**src/hw/rtl/pcd_pkg.sv**
```systemverilog
`default_nettype none
// ----------------------------------------------------------------------------
// pcd_pkg: shared types and constants for the PNG chunk deframer
// Signature bytes, chunk type codes, event codes and the result record.
// ----------------------------------------------------------------------------
package pcd_pkg;

  // Chunk type codes, big-endian ASCII
  localparam logic [31:0] TypeIhdr = 32'h4948_4452;
  localparam logic [31:0] TypeIdat = 32'h4944_4154;
  localparam logic [31:0] TypeIend = 32'h4945_4E44;

  localparam int unsigned SigLen = 8;

  // Event codes carried on event_res
  typedef enum logic [1:0] {
    EvPayload = 2'd0,
    EvHeader  = 2'd1,
    EvEnd     = 2'd2,
    EvBadSig  = 2'd3
  } pcd_event_e;

  // One result item
  typedef struct packed {
    pcd_event_e  event_res;
    logic [7:0]  payload_byte;
    logic [30:0] image_width;
    logic [30:0] image_height;
    logic [7:0]  sample_depth;
    logic [7:0]  color_mode;
    logic [31:0] idat_bytes_total;
    logic [31:0] idat_chunk_count;
  } pcd_result_t;

  // Expected PNG file signature byte at a given position
  function automatic logic [7:0] sig_byte(input logic [2:0] idx);
    logic [7:0] val;
    case (idx)
      3'd0:    val = 8'h89;
      3'd1:    val = 8'h50;
      3'd2:    val = 8'h4E;
      3'd3:    val = 8'h47;
      3'd4:    val = 8'h0D;
      3'd5:    val = 8'h0A;
      3'd6:    val = 8'h1A;
      3'd7:    val = 8'h0A;
      default: val = 8'h00;
    endcase
    return val;
  endfunction

endpackage
`default_nettype wire

```
**src/hw/rtl/png_chunk_deframer_unit.sv**
```systemverilog
`default_nettype none
// ----------------------------------------------------------------------------
// png_chunk_deframer_unit: streaming PNG signature check and chunk deframer
// Takes one file byte per transfer, passes IDAT data bytes on, and reports
// the image header, end of image and a bad signature as events.
// ----------------------------------------------------------------------------
//  Channel | Handshake              | Payload
//  --------+------------------------+---------------------------------------
//  in      | in_valid_i/in_ready_o  | data_byte_i, start_of_file_i
//  out     | out_valid_o/out_ready_i| event_res_o, payload_byte_o, header and
//          |                        | end-of-image fields
//
//  One byte per cycle while in_ready_o is high; a byte that causes a result
//  shows it on the outputs the cycle after its transfer.
//  The parse state updates in the transfer cycle; one result register sits
//  at the output.
//  in_ready_o drops only while a result is held and out_ready_i is low.
//  Reset puts the parser in the signature phase with all counts at zero.
// ----------------------------------------------------------------------------
module png_chunk_deframer_unit
  import pcd_pkg::*;
(
  input  wire logic        clk_i,
  input  wire logic        rst_ni,
  input  wire logic        in_valid_i,
  output logic             in_ready_o,
  input  wire logic [7:0]  data_byte_i,
  input  wire logic        start_of_file_i,
  output logic             out_valid_o,
  input  wire logic        out_ready_i,
  output logic [1:0]       event_res_o,
  output logic [7:0]       payload_byte_o,
  output logic [30:0]      image_width_o,
  output logic [30:0]      image_height_o,
  output logic [7:0]       sample_depth_o,
  output logic [7:0]       color_mode_o,
  output logic [31:0]      idat_bytes_total_o,
  output logic [31:0]      idat_chunk_count_o
);

  logic        accept;
  logic        res_valid;
  logic        free;
  pcd_result_t res;
  pcd_result_t res_out;

  assign in_ready_o = free;
  assign accept     = in_valid_i && free;

  pcd_parser u_parser (
    .clk_i           (clk_i),
    .rst_ni          (rst_ni),
    .accept_i        (accept),
    .data_byte_i     (data_byte_i),
    .start_of_file_i (start_of_file_i),
    .res_valid_o     (res_valid),
    .res_o           (res)
  );

  pcd_out_reg u_out_reg (
    .clk_i       (clk_i),
    .rst_ni      (rst_ni),
    .load_i      (accept && res_valid),
    .res_i       (res),
    .out_ready_i (out_ready_i),
    .out_valid_o (out_valid_o),
    .free_o      (free),
    .res_o       (res_out)
  );

  // Result fields to ports
  assign event_res_o        = res_out.event_res;
  assign payload_byte_o     = res_out.payload_byte;
  assign image_width_o      = res_out.image_width;
  assign image_height_o     = res_out.image_height;
  assign sample_depth_o     = res_out.sample_depth;
  assign color_mode_o       = res_out.color_mode;
  assign idat_bytes_total_o = res_out.idat_bytes_total;
  assign idat_chunk_count_o = res_out.idat_chunk_count;

endmodule
`default_nettype wire

```
**src/hw/rtl/pcd_parser.sv**
```systemverilog
`default_nettype none
// ----------------------------------------------------------------------------
// pcd_parser: byte-wise PNG signature and chunk walker
// Holds parse state, updates it once per accepted byte and forms at most
// one result for that byte.
// ----------------------------------------------------------------------------
module pcd_parser
  import pcd_pkg::*;
(
  input  wire logic        clk_i,
  input  wire logic        rst_ni,
  input  wire logic        accept_i,
  input  wire logic [7:0]  data_byte_i,
  input  wire logic        start_of_file_i,
  output logic             res_valid_o,
  output pcd_result_t      res_o
);

  typedef enum logic [2:0] {
    PhSig  = 3'd0,
    PhLen  = 3'd1,
    PhType = 3'd2,
    PhData = 3'd3,
    PhCrc  = 3'd4,
    PhDone = 3'd5,
    PhBad  = 3'd6
  } phase_e;

  phase_e      phase_q, phase_d, phase_c;
  logic [31:0] cnt_q, cnt_d, cnt_c, cnt_inc;
  logic [31:0] len_q, len_d, len_c;
  logic [31:0] type_q, type_d, type_c;
  logic [30:0] width_q, width_d, width_c;
  logic [30:0] height_q, height_d, height_c;
  logic [7:0]  depth_q, depth_d, depth_c;
  logic [7:0]  colour_q, colour_d, colour_c;
  logic [31:0] sum_q, sum_d, sum_c;
  logic [31:0] count_q, count_d, count_c;
  logic [32:0] sum_ext;
  logic [31:0] type_shift;

  // Start of file restarts the parser before the byte is parsed
  always_comb begin
    if (start_of_file_i) begin
      phase_c  = PhSig;
      cnt_c    = '0;
      len_c    = '0;
      type_c   = '0;
      width_c  = '0;
      height_c = '0;
      depth_c  = '0;
      colour_c = '0;
      sum_c    = '0;
      count_c  = '0;
    end else begin
      phase_c  = phase_q;
      cnt_c    = cnt_q;
      len_c    = len_q;
      type_c   = type_q;
      width_c  = width_q;
      height_c = height_q;
      depth_c  = depth_q;
      colour_c = colour_q;
      sum_c    = sum_q;
      count_c  = count_q;
    end
  end

  assign cnt_inc    = cnt_c + 32'd1;
  assign type_shift = {type_c[23:0], data_byte_i};
  assign sum_ext    = {1'b0, sum_c} + {1'b0, len_c};

  // Next state and result for the current byte
  always_comb begin
    phase_d     = phase_c;
    cnt_d       = cnt_c;
    len_d       = len_c;
    type_d      = type_c;
    width_d     = width_c;
    height_d    = height_c;
    depth_d     = depth_c;
    colour_d    = colour_c;
    sum_d       = sum_c;
    count_d     = count_c;
    res_valid_o = 1'b0;
    res_o       = '0;
    case (phase_c)
      PhSig: begin
        if (data_byte_i != sig_byte(cnt_c[2:0])) begin
          phase_d         = PhBad;
          res_valid_o     = 1'b1;
          res_o.event_res = EvBadSig;
        end else if (cnt_c[2:0] == 3'(SigLen - 1)) begin
          phase_d = PhLen;
          cnt_d   = '0;
        end else begin
          cnt_d = cnt_inc;
        end
      end
      PhLen: begin
        len_d = {len_c[23:0], data_byte_i};
        if (cnt_c[1:0] == 2'd3) begin
          phase_d = PhType;
          cnt_d   = '0;
        end else begin
          cnt_d = cnt_inc;
        end
      end
      PhType: begin
        type_d = type_shift;
        if (cnt_c[1:0] != 2'd3) begin
          cnt_d = cnt_inc;
        end else begin
          cnt_d = '0;
          if (type_shift == TypeIend) begin
            phase_d                = PhDone;
            res_valid_o            = 1'b1;
            res_o.event_res        = EvEnd;
            res_o.idat_bytes_total = sum_c;
            res_o.idat_chunk_count = count_c;
          end else begin
            if (type_shift == TypeIdat) begin
              if (count_c != '1) begin
                count_d = count_c + 32'd1;
              end
              sum_d = sum_ext[32] ? '1 : sum_ext[31:0];
            end
            if (type_shift == TypeIhdr) begin
              width_d  = '0;
              height_d = '0;
              depth_d  = '0;
              colour_d = '0;
            end
            if (len_c == '0) begin
              phase_d = PhCrc;
              // zero-length header chunk reports cleared fields
              if (type_shift == TypeIhdr) begin
                res_valid_o     = 1'b1;
                res_o.event_res = EvHeader;
              end
            end else begin
              phase_d = PhData;
            end
          end
        end
      end
      PhData: begin
        if (type_c == TypeIhdr) begin
          if (cnt_c < 32'd4) begin
            width_d = {width_c[22:0], data_byte_i};
          end else if (cnt_c < 32'd8) begin
            height_d = {height_c[22:0], data_byte_i};
          end else if (cnt_c == 32'd8) begin
            depth_d = data_byte_i;
          end else if (cnt_c == 32'd9) begin
            colour_d = data_byte_i;
          end
        end else if (type_c == TypeIdat) begin
          res_valid_o        = 1'b1;
          res_o.event_res    = EvPayload;
          res_o.payload_byte = data_byte_i;
        end
        if (cnt_inc == len_c) begin
          phase_d = PhCrc;
          cnt_d   = '0;
          if (type_c == TypeIhdr) begin
            res_valid_o = 1'b1;
            res_o.event_res    = EvHeader;
            res_o.image_width  = width_d;
            res_o.image_height = height_d;
            res_o.sample_depth = depth_d;
            res_o.color_mode   = colour_d;
          end
        end else begin
          cnt_d = cnt_inc;
        end
      end
      PhCrc: begin
        if (cnt_c[1:0] == 2'd3) begin
          phase_d = PhLen;
          cnt_d   = '0;
        end else begin
          cnt_d = cnt_inc;
        end
      end
      default: begin
        // done, bad signature and unused codes: byte ignored
      end
    endcase
  end

  // Parse state, updated on each accepted byte
  always_ff @(posedge clk_i or negedge rst_ni) begin
    if (!rst_ni) begin
      phase_q  <= PhSig;
      cnt_q    <= '0;
      len_q    <= '0;
      type_q   <= '0;
      width_q  <= '0;
      height_q <= '0;
      depth_q  <= '0;
      colour_q <= '0;
      sum_q    <= '0;
      count_q  <= '0;
    end else if (accept_i) begin
      phase_q  <= phase_d;
      cnt_q    <= cnt_d;
      len_q    <= len_d;
      type_q   <= type_d;
      width_q  <= width_d;
      height_q <= height_d;
      depth_q  <= depth_d;
      colour_q <= colour_d;
      sum_q    <= sum_d;
      count_q  <= count_d;
    end
  end

  // A bad signature report leaves the parser in the bad-signature phase
  assert property (@(posedge clk_i) disable iff (!rst_ni)
    (accept_i && res_valid_o && res_o.event_res == EvBadSig) |=> (phase_q == PhBad))
    else $error("bad signature did not park the parser");

  // After end of image, bytes without a start flag produce nothing
  assert property (@(posedge clk_i) disable iff (!rst_ni)
    (phase_q == PhDone && !start_of_file_i) |-> !res_valid_o)
    else $error("result produced after end of image");

  // Inside chunk data the byte index stays below the chunk length
  assert property (@(posedge clk_i) disable iff (!rst_ni)
    (phase_q == PhData) |-> (cnt_q < len_q))
    else $error("data byte index overran chunk length");

endmodule
`default_nettype wire

```
**src/hw/rtl/pcd_out_reg.sv**
```systemverilog
`default_nettype none
// ----------------------------------------------------------------------------
// pcd_out_reg: result register for the PNG chunk deframer
// Holds one result until the downstream side takes it; refills in the
// same cycle the held result leaves.
// ----------------------------------------------------------------------------
module pcd_out_reg
  import pcd_pkg::*;
(
  input  wire logic         clk_i,
  input  wire logic         rst_ni,
  input  wire logic         load_i,
  input  wire pcd_result_t  res_i,
  input  wire logic         out_ready_i,
  output logic              out_valid_o,
  output logic              free_o,
  output pcd_result_t       res_o
);

  logic        valid_q, valid_d;
  pcd_result_t res_q;

  // Register can take a new result if empty or draining this cycle
  assign free_o = !valid_q || out_ready_i;

  always_comb begin
    valid_d = valid_q;
    if (load_i) begin
      valid_d = 1'b1;
    end else if (out_ready_i) begin
      valid_d = 1'b0;
    end
  end

  always_ff @(posedge clk_i or negedge rst_ni) begin
    if (!rst_ni) begin
      valid_q <= 1'b0;
    end else begin
      valid_q <= valid_d;
    end
  end

  // Payload, no reset needed
  always_ff @(posedge clk_i) begin
    if (load_i) begin
      res_q <= res_i;
    end
  end

  assign out_valid_o = valid_q;
  assign res_o       = res_q;

  // A load never lands on a held result that is not leaving
  assert property (@(posedge clk_i) disable iff (!rst_ni)
    load_i |-> free_o)
    else $error("result overwritten before transfer");

  // Held result leaves only through a transfer
  assert property (@(posedge clk_i) disable iff (!rst_ni)
    (valid_q && !out_ready_i) |=> (valid_q && res_q == $past(res_q)))
    else $error("held result changed or dropped without transfer");

  // Without a load the register empties after a transfer
  assert property (@(posedge clk_i) disable iff (!rst_ni)
    (valid_q && out_ready_i && !load_i) |=> !valid_q)
    else $error("result repeated after transfer");

endmodule
`default_nettype wire

```
**config.mk**
```make
export PLATFORM = sky130hd
export DESIGN_NAME = png_chunk_deframer_unit
export DESIGN_NICKNAME = d
export VERILOG_FILES = /design/src/hw/rtl/pcd_pkg.sv /design/src/hw/rtl/png_chunk_deframer_unit.sv /design/src/hw/rtl/pcd_parser.sv /design/src/hw/rtl/pcd_out_reg.sv
export SDC_FILE = /design/constraint.sdc
export NUM_CORES = 1
export LEC_CHECK = 0
export BUFFER_PORTS_ARGS = -buffer_cell sky130_fd_sc_hd__buf_2
export CAP_MARGIN = 20
export CORE_MARGIN = 8
export CORE_UTILIZATION = 55
export DETAILED_ROUTE_END_ITERATION = 12
export GPL_TIMING_DRIVEN = 1
export PLACE_DENSITY = 0.74
export SLEW_MARGIN = 20
export SYNTH_ARGS = -nofsm -noshare
export SYNTH_HDL_FRONTEND = slang
export SYNTH_SLANG_ARGS = --single-unit
```
**constraint.sdc**
```tcl
create_clock -name clk_i -period 14.2 [get_ports clk_i]
set_input_delay 2.13 -clock clk_i [delete_from_list [all_inputs] [get_ports clk_i]]
set_output_delay 2.13 -clock clk_i [all_outputs]
set_load 0.05 [all_outputs]
```
==> results.md <==
* Status: completed
* Hold buffers post-CTS at 0
* CP top delay family: simple AND/OR/NAND/NOR gates
* Slew HR at 25.07%
* DR vias at 17280
* DP Worst Slack at 5349 ps
* Hold Vio Cnt, Final at 0
* Gr ovfl total at 0
* Final setup viols at 0
* CTS buffer count at 42
* Synth-to-Final Area Change at 11.88%
* Post-CTS Setup Bufs at 0
* H-tree depth at 2
* Post-synth ARST share at 61.42%
* Layout Skew at 21.90 ps
* Buffers on Ports at 166
* Nets at 2262
* First-pass GRT wire length at 93.59 mm
* Post-CTS sizing at 0
* WL final at 59.60 mm
* Peak VDD IR at 0.00009605 V
* Critical path arrival at 8660 ps
* Num rows at 71
* Max_cap viols at 0
* Post-synthesis cell type count at 84
* Mapped Area at 0.02096 mm²
* Sequential Power Share at 46.5%
* Cell Pwr Density at 115.5 mW/mm²
* Via density at 6.276
* Critical path type: input pin to flop
* Leakage power at 9.529 nW
* Root buf cell: clkbuf_16
* Sw Share at 28.25%
* Critical path capture point type: flop
* Largest net degree at the start of global routing at 107
* Slowest CP cell: buf_4
* Initial antenna violation count at 0
* Number of diodes at 0
* CP cell instances: buf_6, inv_2, nand2_1, inv_1, ha_1, nand4_2, nor4_2, and4_1, nor3b_1, nor4_1, a41oi_1, nor4b_2, nand3_2, buf_4, and3_1, nor2_4, buf_4
* Final worst path period need at 8467 ps
* Net Count, Synth at 2182
* Slew Viols, Final at 0
* WP buf/inv at 5
* Share of layout cells above drive strength 1 at 13.43%
* Post-Synthesis Cells at 2130
* Post-route setup TNS at 0 ps
* First drt pass iteration count at 6
* Clock Path Buffers at 3
* CTS tree: done
* CP Max Fanout at 80
* Number of I/O pins at 167
* P_sw at 0.7654 mW
* Most common cell after layout, fill and taps aside: nand2_1
* Final HPWL DP at 39.77 mm
* Final worst-path cycle share at 59.63%
* Die area at 0.04461 mm²
* WL per Instance at 21.65 µm
* Worst-Skew Late Latency at 570 ps
* RSZ-0062 raised after global routing: no
* Die outline width at 211.2 µm
* Max Clk Rate at 118.1 MHz
* Main synth FF type: dfrtp_1
* Cell internal pwr at 1.944 mW
* Chip height at 211.2 µm
* Gpl congestion at 0.9504
* Comb pwr share at 12.7%
* # clock sinks at 394
* Clock power share at 40.7%
* Max incr delay on CP at 780 ps
* Most frequent cells in the layout: nand2_1 (284), dfrtp_1 (242), buf_2 (164), edfxtp_1 (152), a21oi_1 (133)
* Initial Utilization at 55.78%
* Reg clk slew, reported paths at 60 ps
* Yosys reg bits at 394
* Actual slew at the worst max-slew pin at 1122 ps
* WP data required at 14390 ps
* Core area at 0.03758 mm²
* Vias in the first global route at 16600
* Register area share after synthesis at 50.67%
* Number of synthesized flops with an enable pin at 152
* DR iter-0 viols at 1755
* Detail Route Antenna Nets at 0
* Synth warnings at 0
* Crit start category: input pin
* Setup WS post-layout at 5733 ps
* DRC Markers at 0
* Syn Area/Cell at 9.840 µm²
* HP Class: flop to flop
* All-layer global routing usage at 26.11%
* Most frequent CP cell: buf_4
==> registers in the layout, summed over array words and instances, names as in the netlist <==
register               flops
u_parser.colour_q          8
u_parser.phase_q           3
u_out_reg.out_valid_o      1
u_out_reg.res_o          152
u_parser.sum_q            32
u_parser.width_q          31
u_parser.cnt_q            32
u_parser.depth_q           8
u_parser.height_q         31
u_parser.count_q          32
u_parser.len_q            32
u_parser.type_q           32
==> routing by layer <==
metal | wire length [µm] | share of wire (%) | global-route usage (%) | vias to the layer above
li1 | - | - | - | 7919
met2 | 27680 | 46 | 41.53 | 737
met5 | 0 | 0 | 0 | -
met1 | 25550 | 43 | 35.90 | 8497
met3 | 4470 | 7.5 | 4.362 | 126
met4 | 1898 | 3.2 | 9.097 | 0
==> Yosys cell counts, drive strengths merged (20+ instances only) <==
| library cell | n | area, µm² |
|---|---|---|
| edfxtp | 152 | 4564 |
| nand4 | 20 | 131.4 |
| xnor2 | 65 | 569.3 |
| clkbuf | 127 | 476.7 |
| xor2 | 38 | 332.8 |
| nor2 | 97 | 364.1 |
| nand2 | 285 | 1070 |
| a21oi | 135 | 683.2 |
| a22o | 124 | 1086 |
| nor3 | 55 | 285.3 |
| inv | 32 | 120.1 |
| and2 | 80 | 500.5 |
| dfrtp | 242 | 6056 |
| o21ai | 114 | 570.6 |
| buf | 23 | 116.4 |
| nor4 | 37 | 262.8 |
| a22oi | 27 | 202.7 |
| nand3 | 107 | 535.5 |
| nor2b | 78 | 488.0 |
| ha | 38 | 475.5 |
==> stage by stage <==
step / area [µm²] / power, mW / hold slack [ps] / utilization (%) / cells
after floorplan: 20960 / 1.525 / 430.9 / - / 2130
after detailed placement: 22060 / 1.625 / 455.7 / 58.72 / 2677
after global placement: 22050 / 1.619 / 443.5 / 58.68 / 2677
after global routing: 23450 / 2.797 / 496.1 / 62.40 / 2753
final: 23450 / 2.709 / 462.3 / 62.40 / 2753
after CTS: 23440 / 2.725 / 469.0 / 62.38 / 2753
==> cell type report <==
type | instances | area, µm²
fill | 3088 | 14130
sequential | 394 | 10620
multi-input combinational | 1553 | 9693
clock buffer | 54 | 1137
timing repair buffer | 186 | 997.2
tap | 511 | 639.4
clock inverter | 22 | 239.0
inverter | 33 | 123.9
==> worst paths after layout <==
kind,start,endpoint,slack (ps),depth (start not counted)
setup reg to reg,u_parser.cnt_q[0],u_out_reg.res_o[50],7310,15
setup / recovery,start_of_file_i,u_out_reg.res_o[50],5730,17
max in group asynchronous,rst_ni,u_parser.width_q[27],11020,2
hold reg to reg,u_parser.sum_q[13],u_parser.sum_q[13],460,2
min in group asynchronous,rst_ni,u_parser.count_q[18],1640,1
hold / removal,u_parser.sum_q[13],u_parser.sum_q[13],460,2
==> worst register-to-register path, cell delays in order (launching register included) <==
cell,delay (ps)
dfrtp_1,580
nand2b_1,230
inv_1,140
ha_1,520
nand4_2,380
nor4_2,770
and4_1,420
nor3b_1,70
nor4_1,340
a41oi_1,240
nor4b_2,600
nand3_2,120
buf_4,420
and3_1,360
nor2_4,430
buf_4,780
==> power groups by stage <==
| stage | logic, mW | registers, mW | clock network (mW) |
|---|---|---|---|
| floorplan | 0.136 | 1.39 | 0 |
| finish | 0.345 | 1.26 | 1.10 |
| global route | 0.367 | 1.27 | 1.16 |
| CTS | 0.344 | 1.26 | 1.12 |
| global placement | 0.338 | 1.28 | 0 |
| detailed placement | 0.343 | 1.28 | 0 |
==> kinds of logic (layout without fill, tap and decap cells) <==
group                    count (synthesis)  in the layout  share of synthesized area (%)
AND/OR/NAND/NOR                        876            876                          21.62
AO/OA/AOI/OAI                          526            526                          17.18
flip-flops                             394            394                          50.67
buffers and inverters                  183            295                          3.420
XOR/XNOR                               103            103                          4.304
adder cells (fa/ha/maj)                 39             39                          2.364
multiplexers                             9              9                         0.4477
Power figures use the tool's default switching activity.
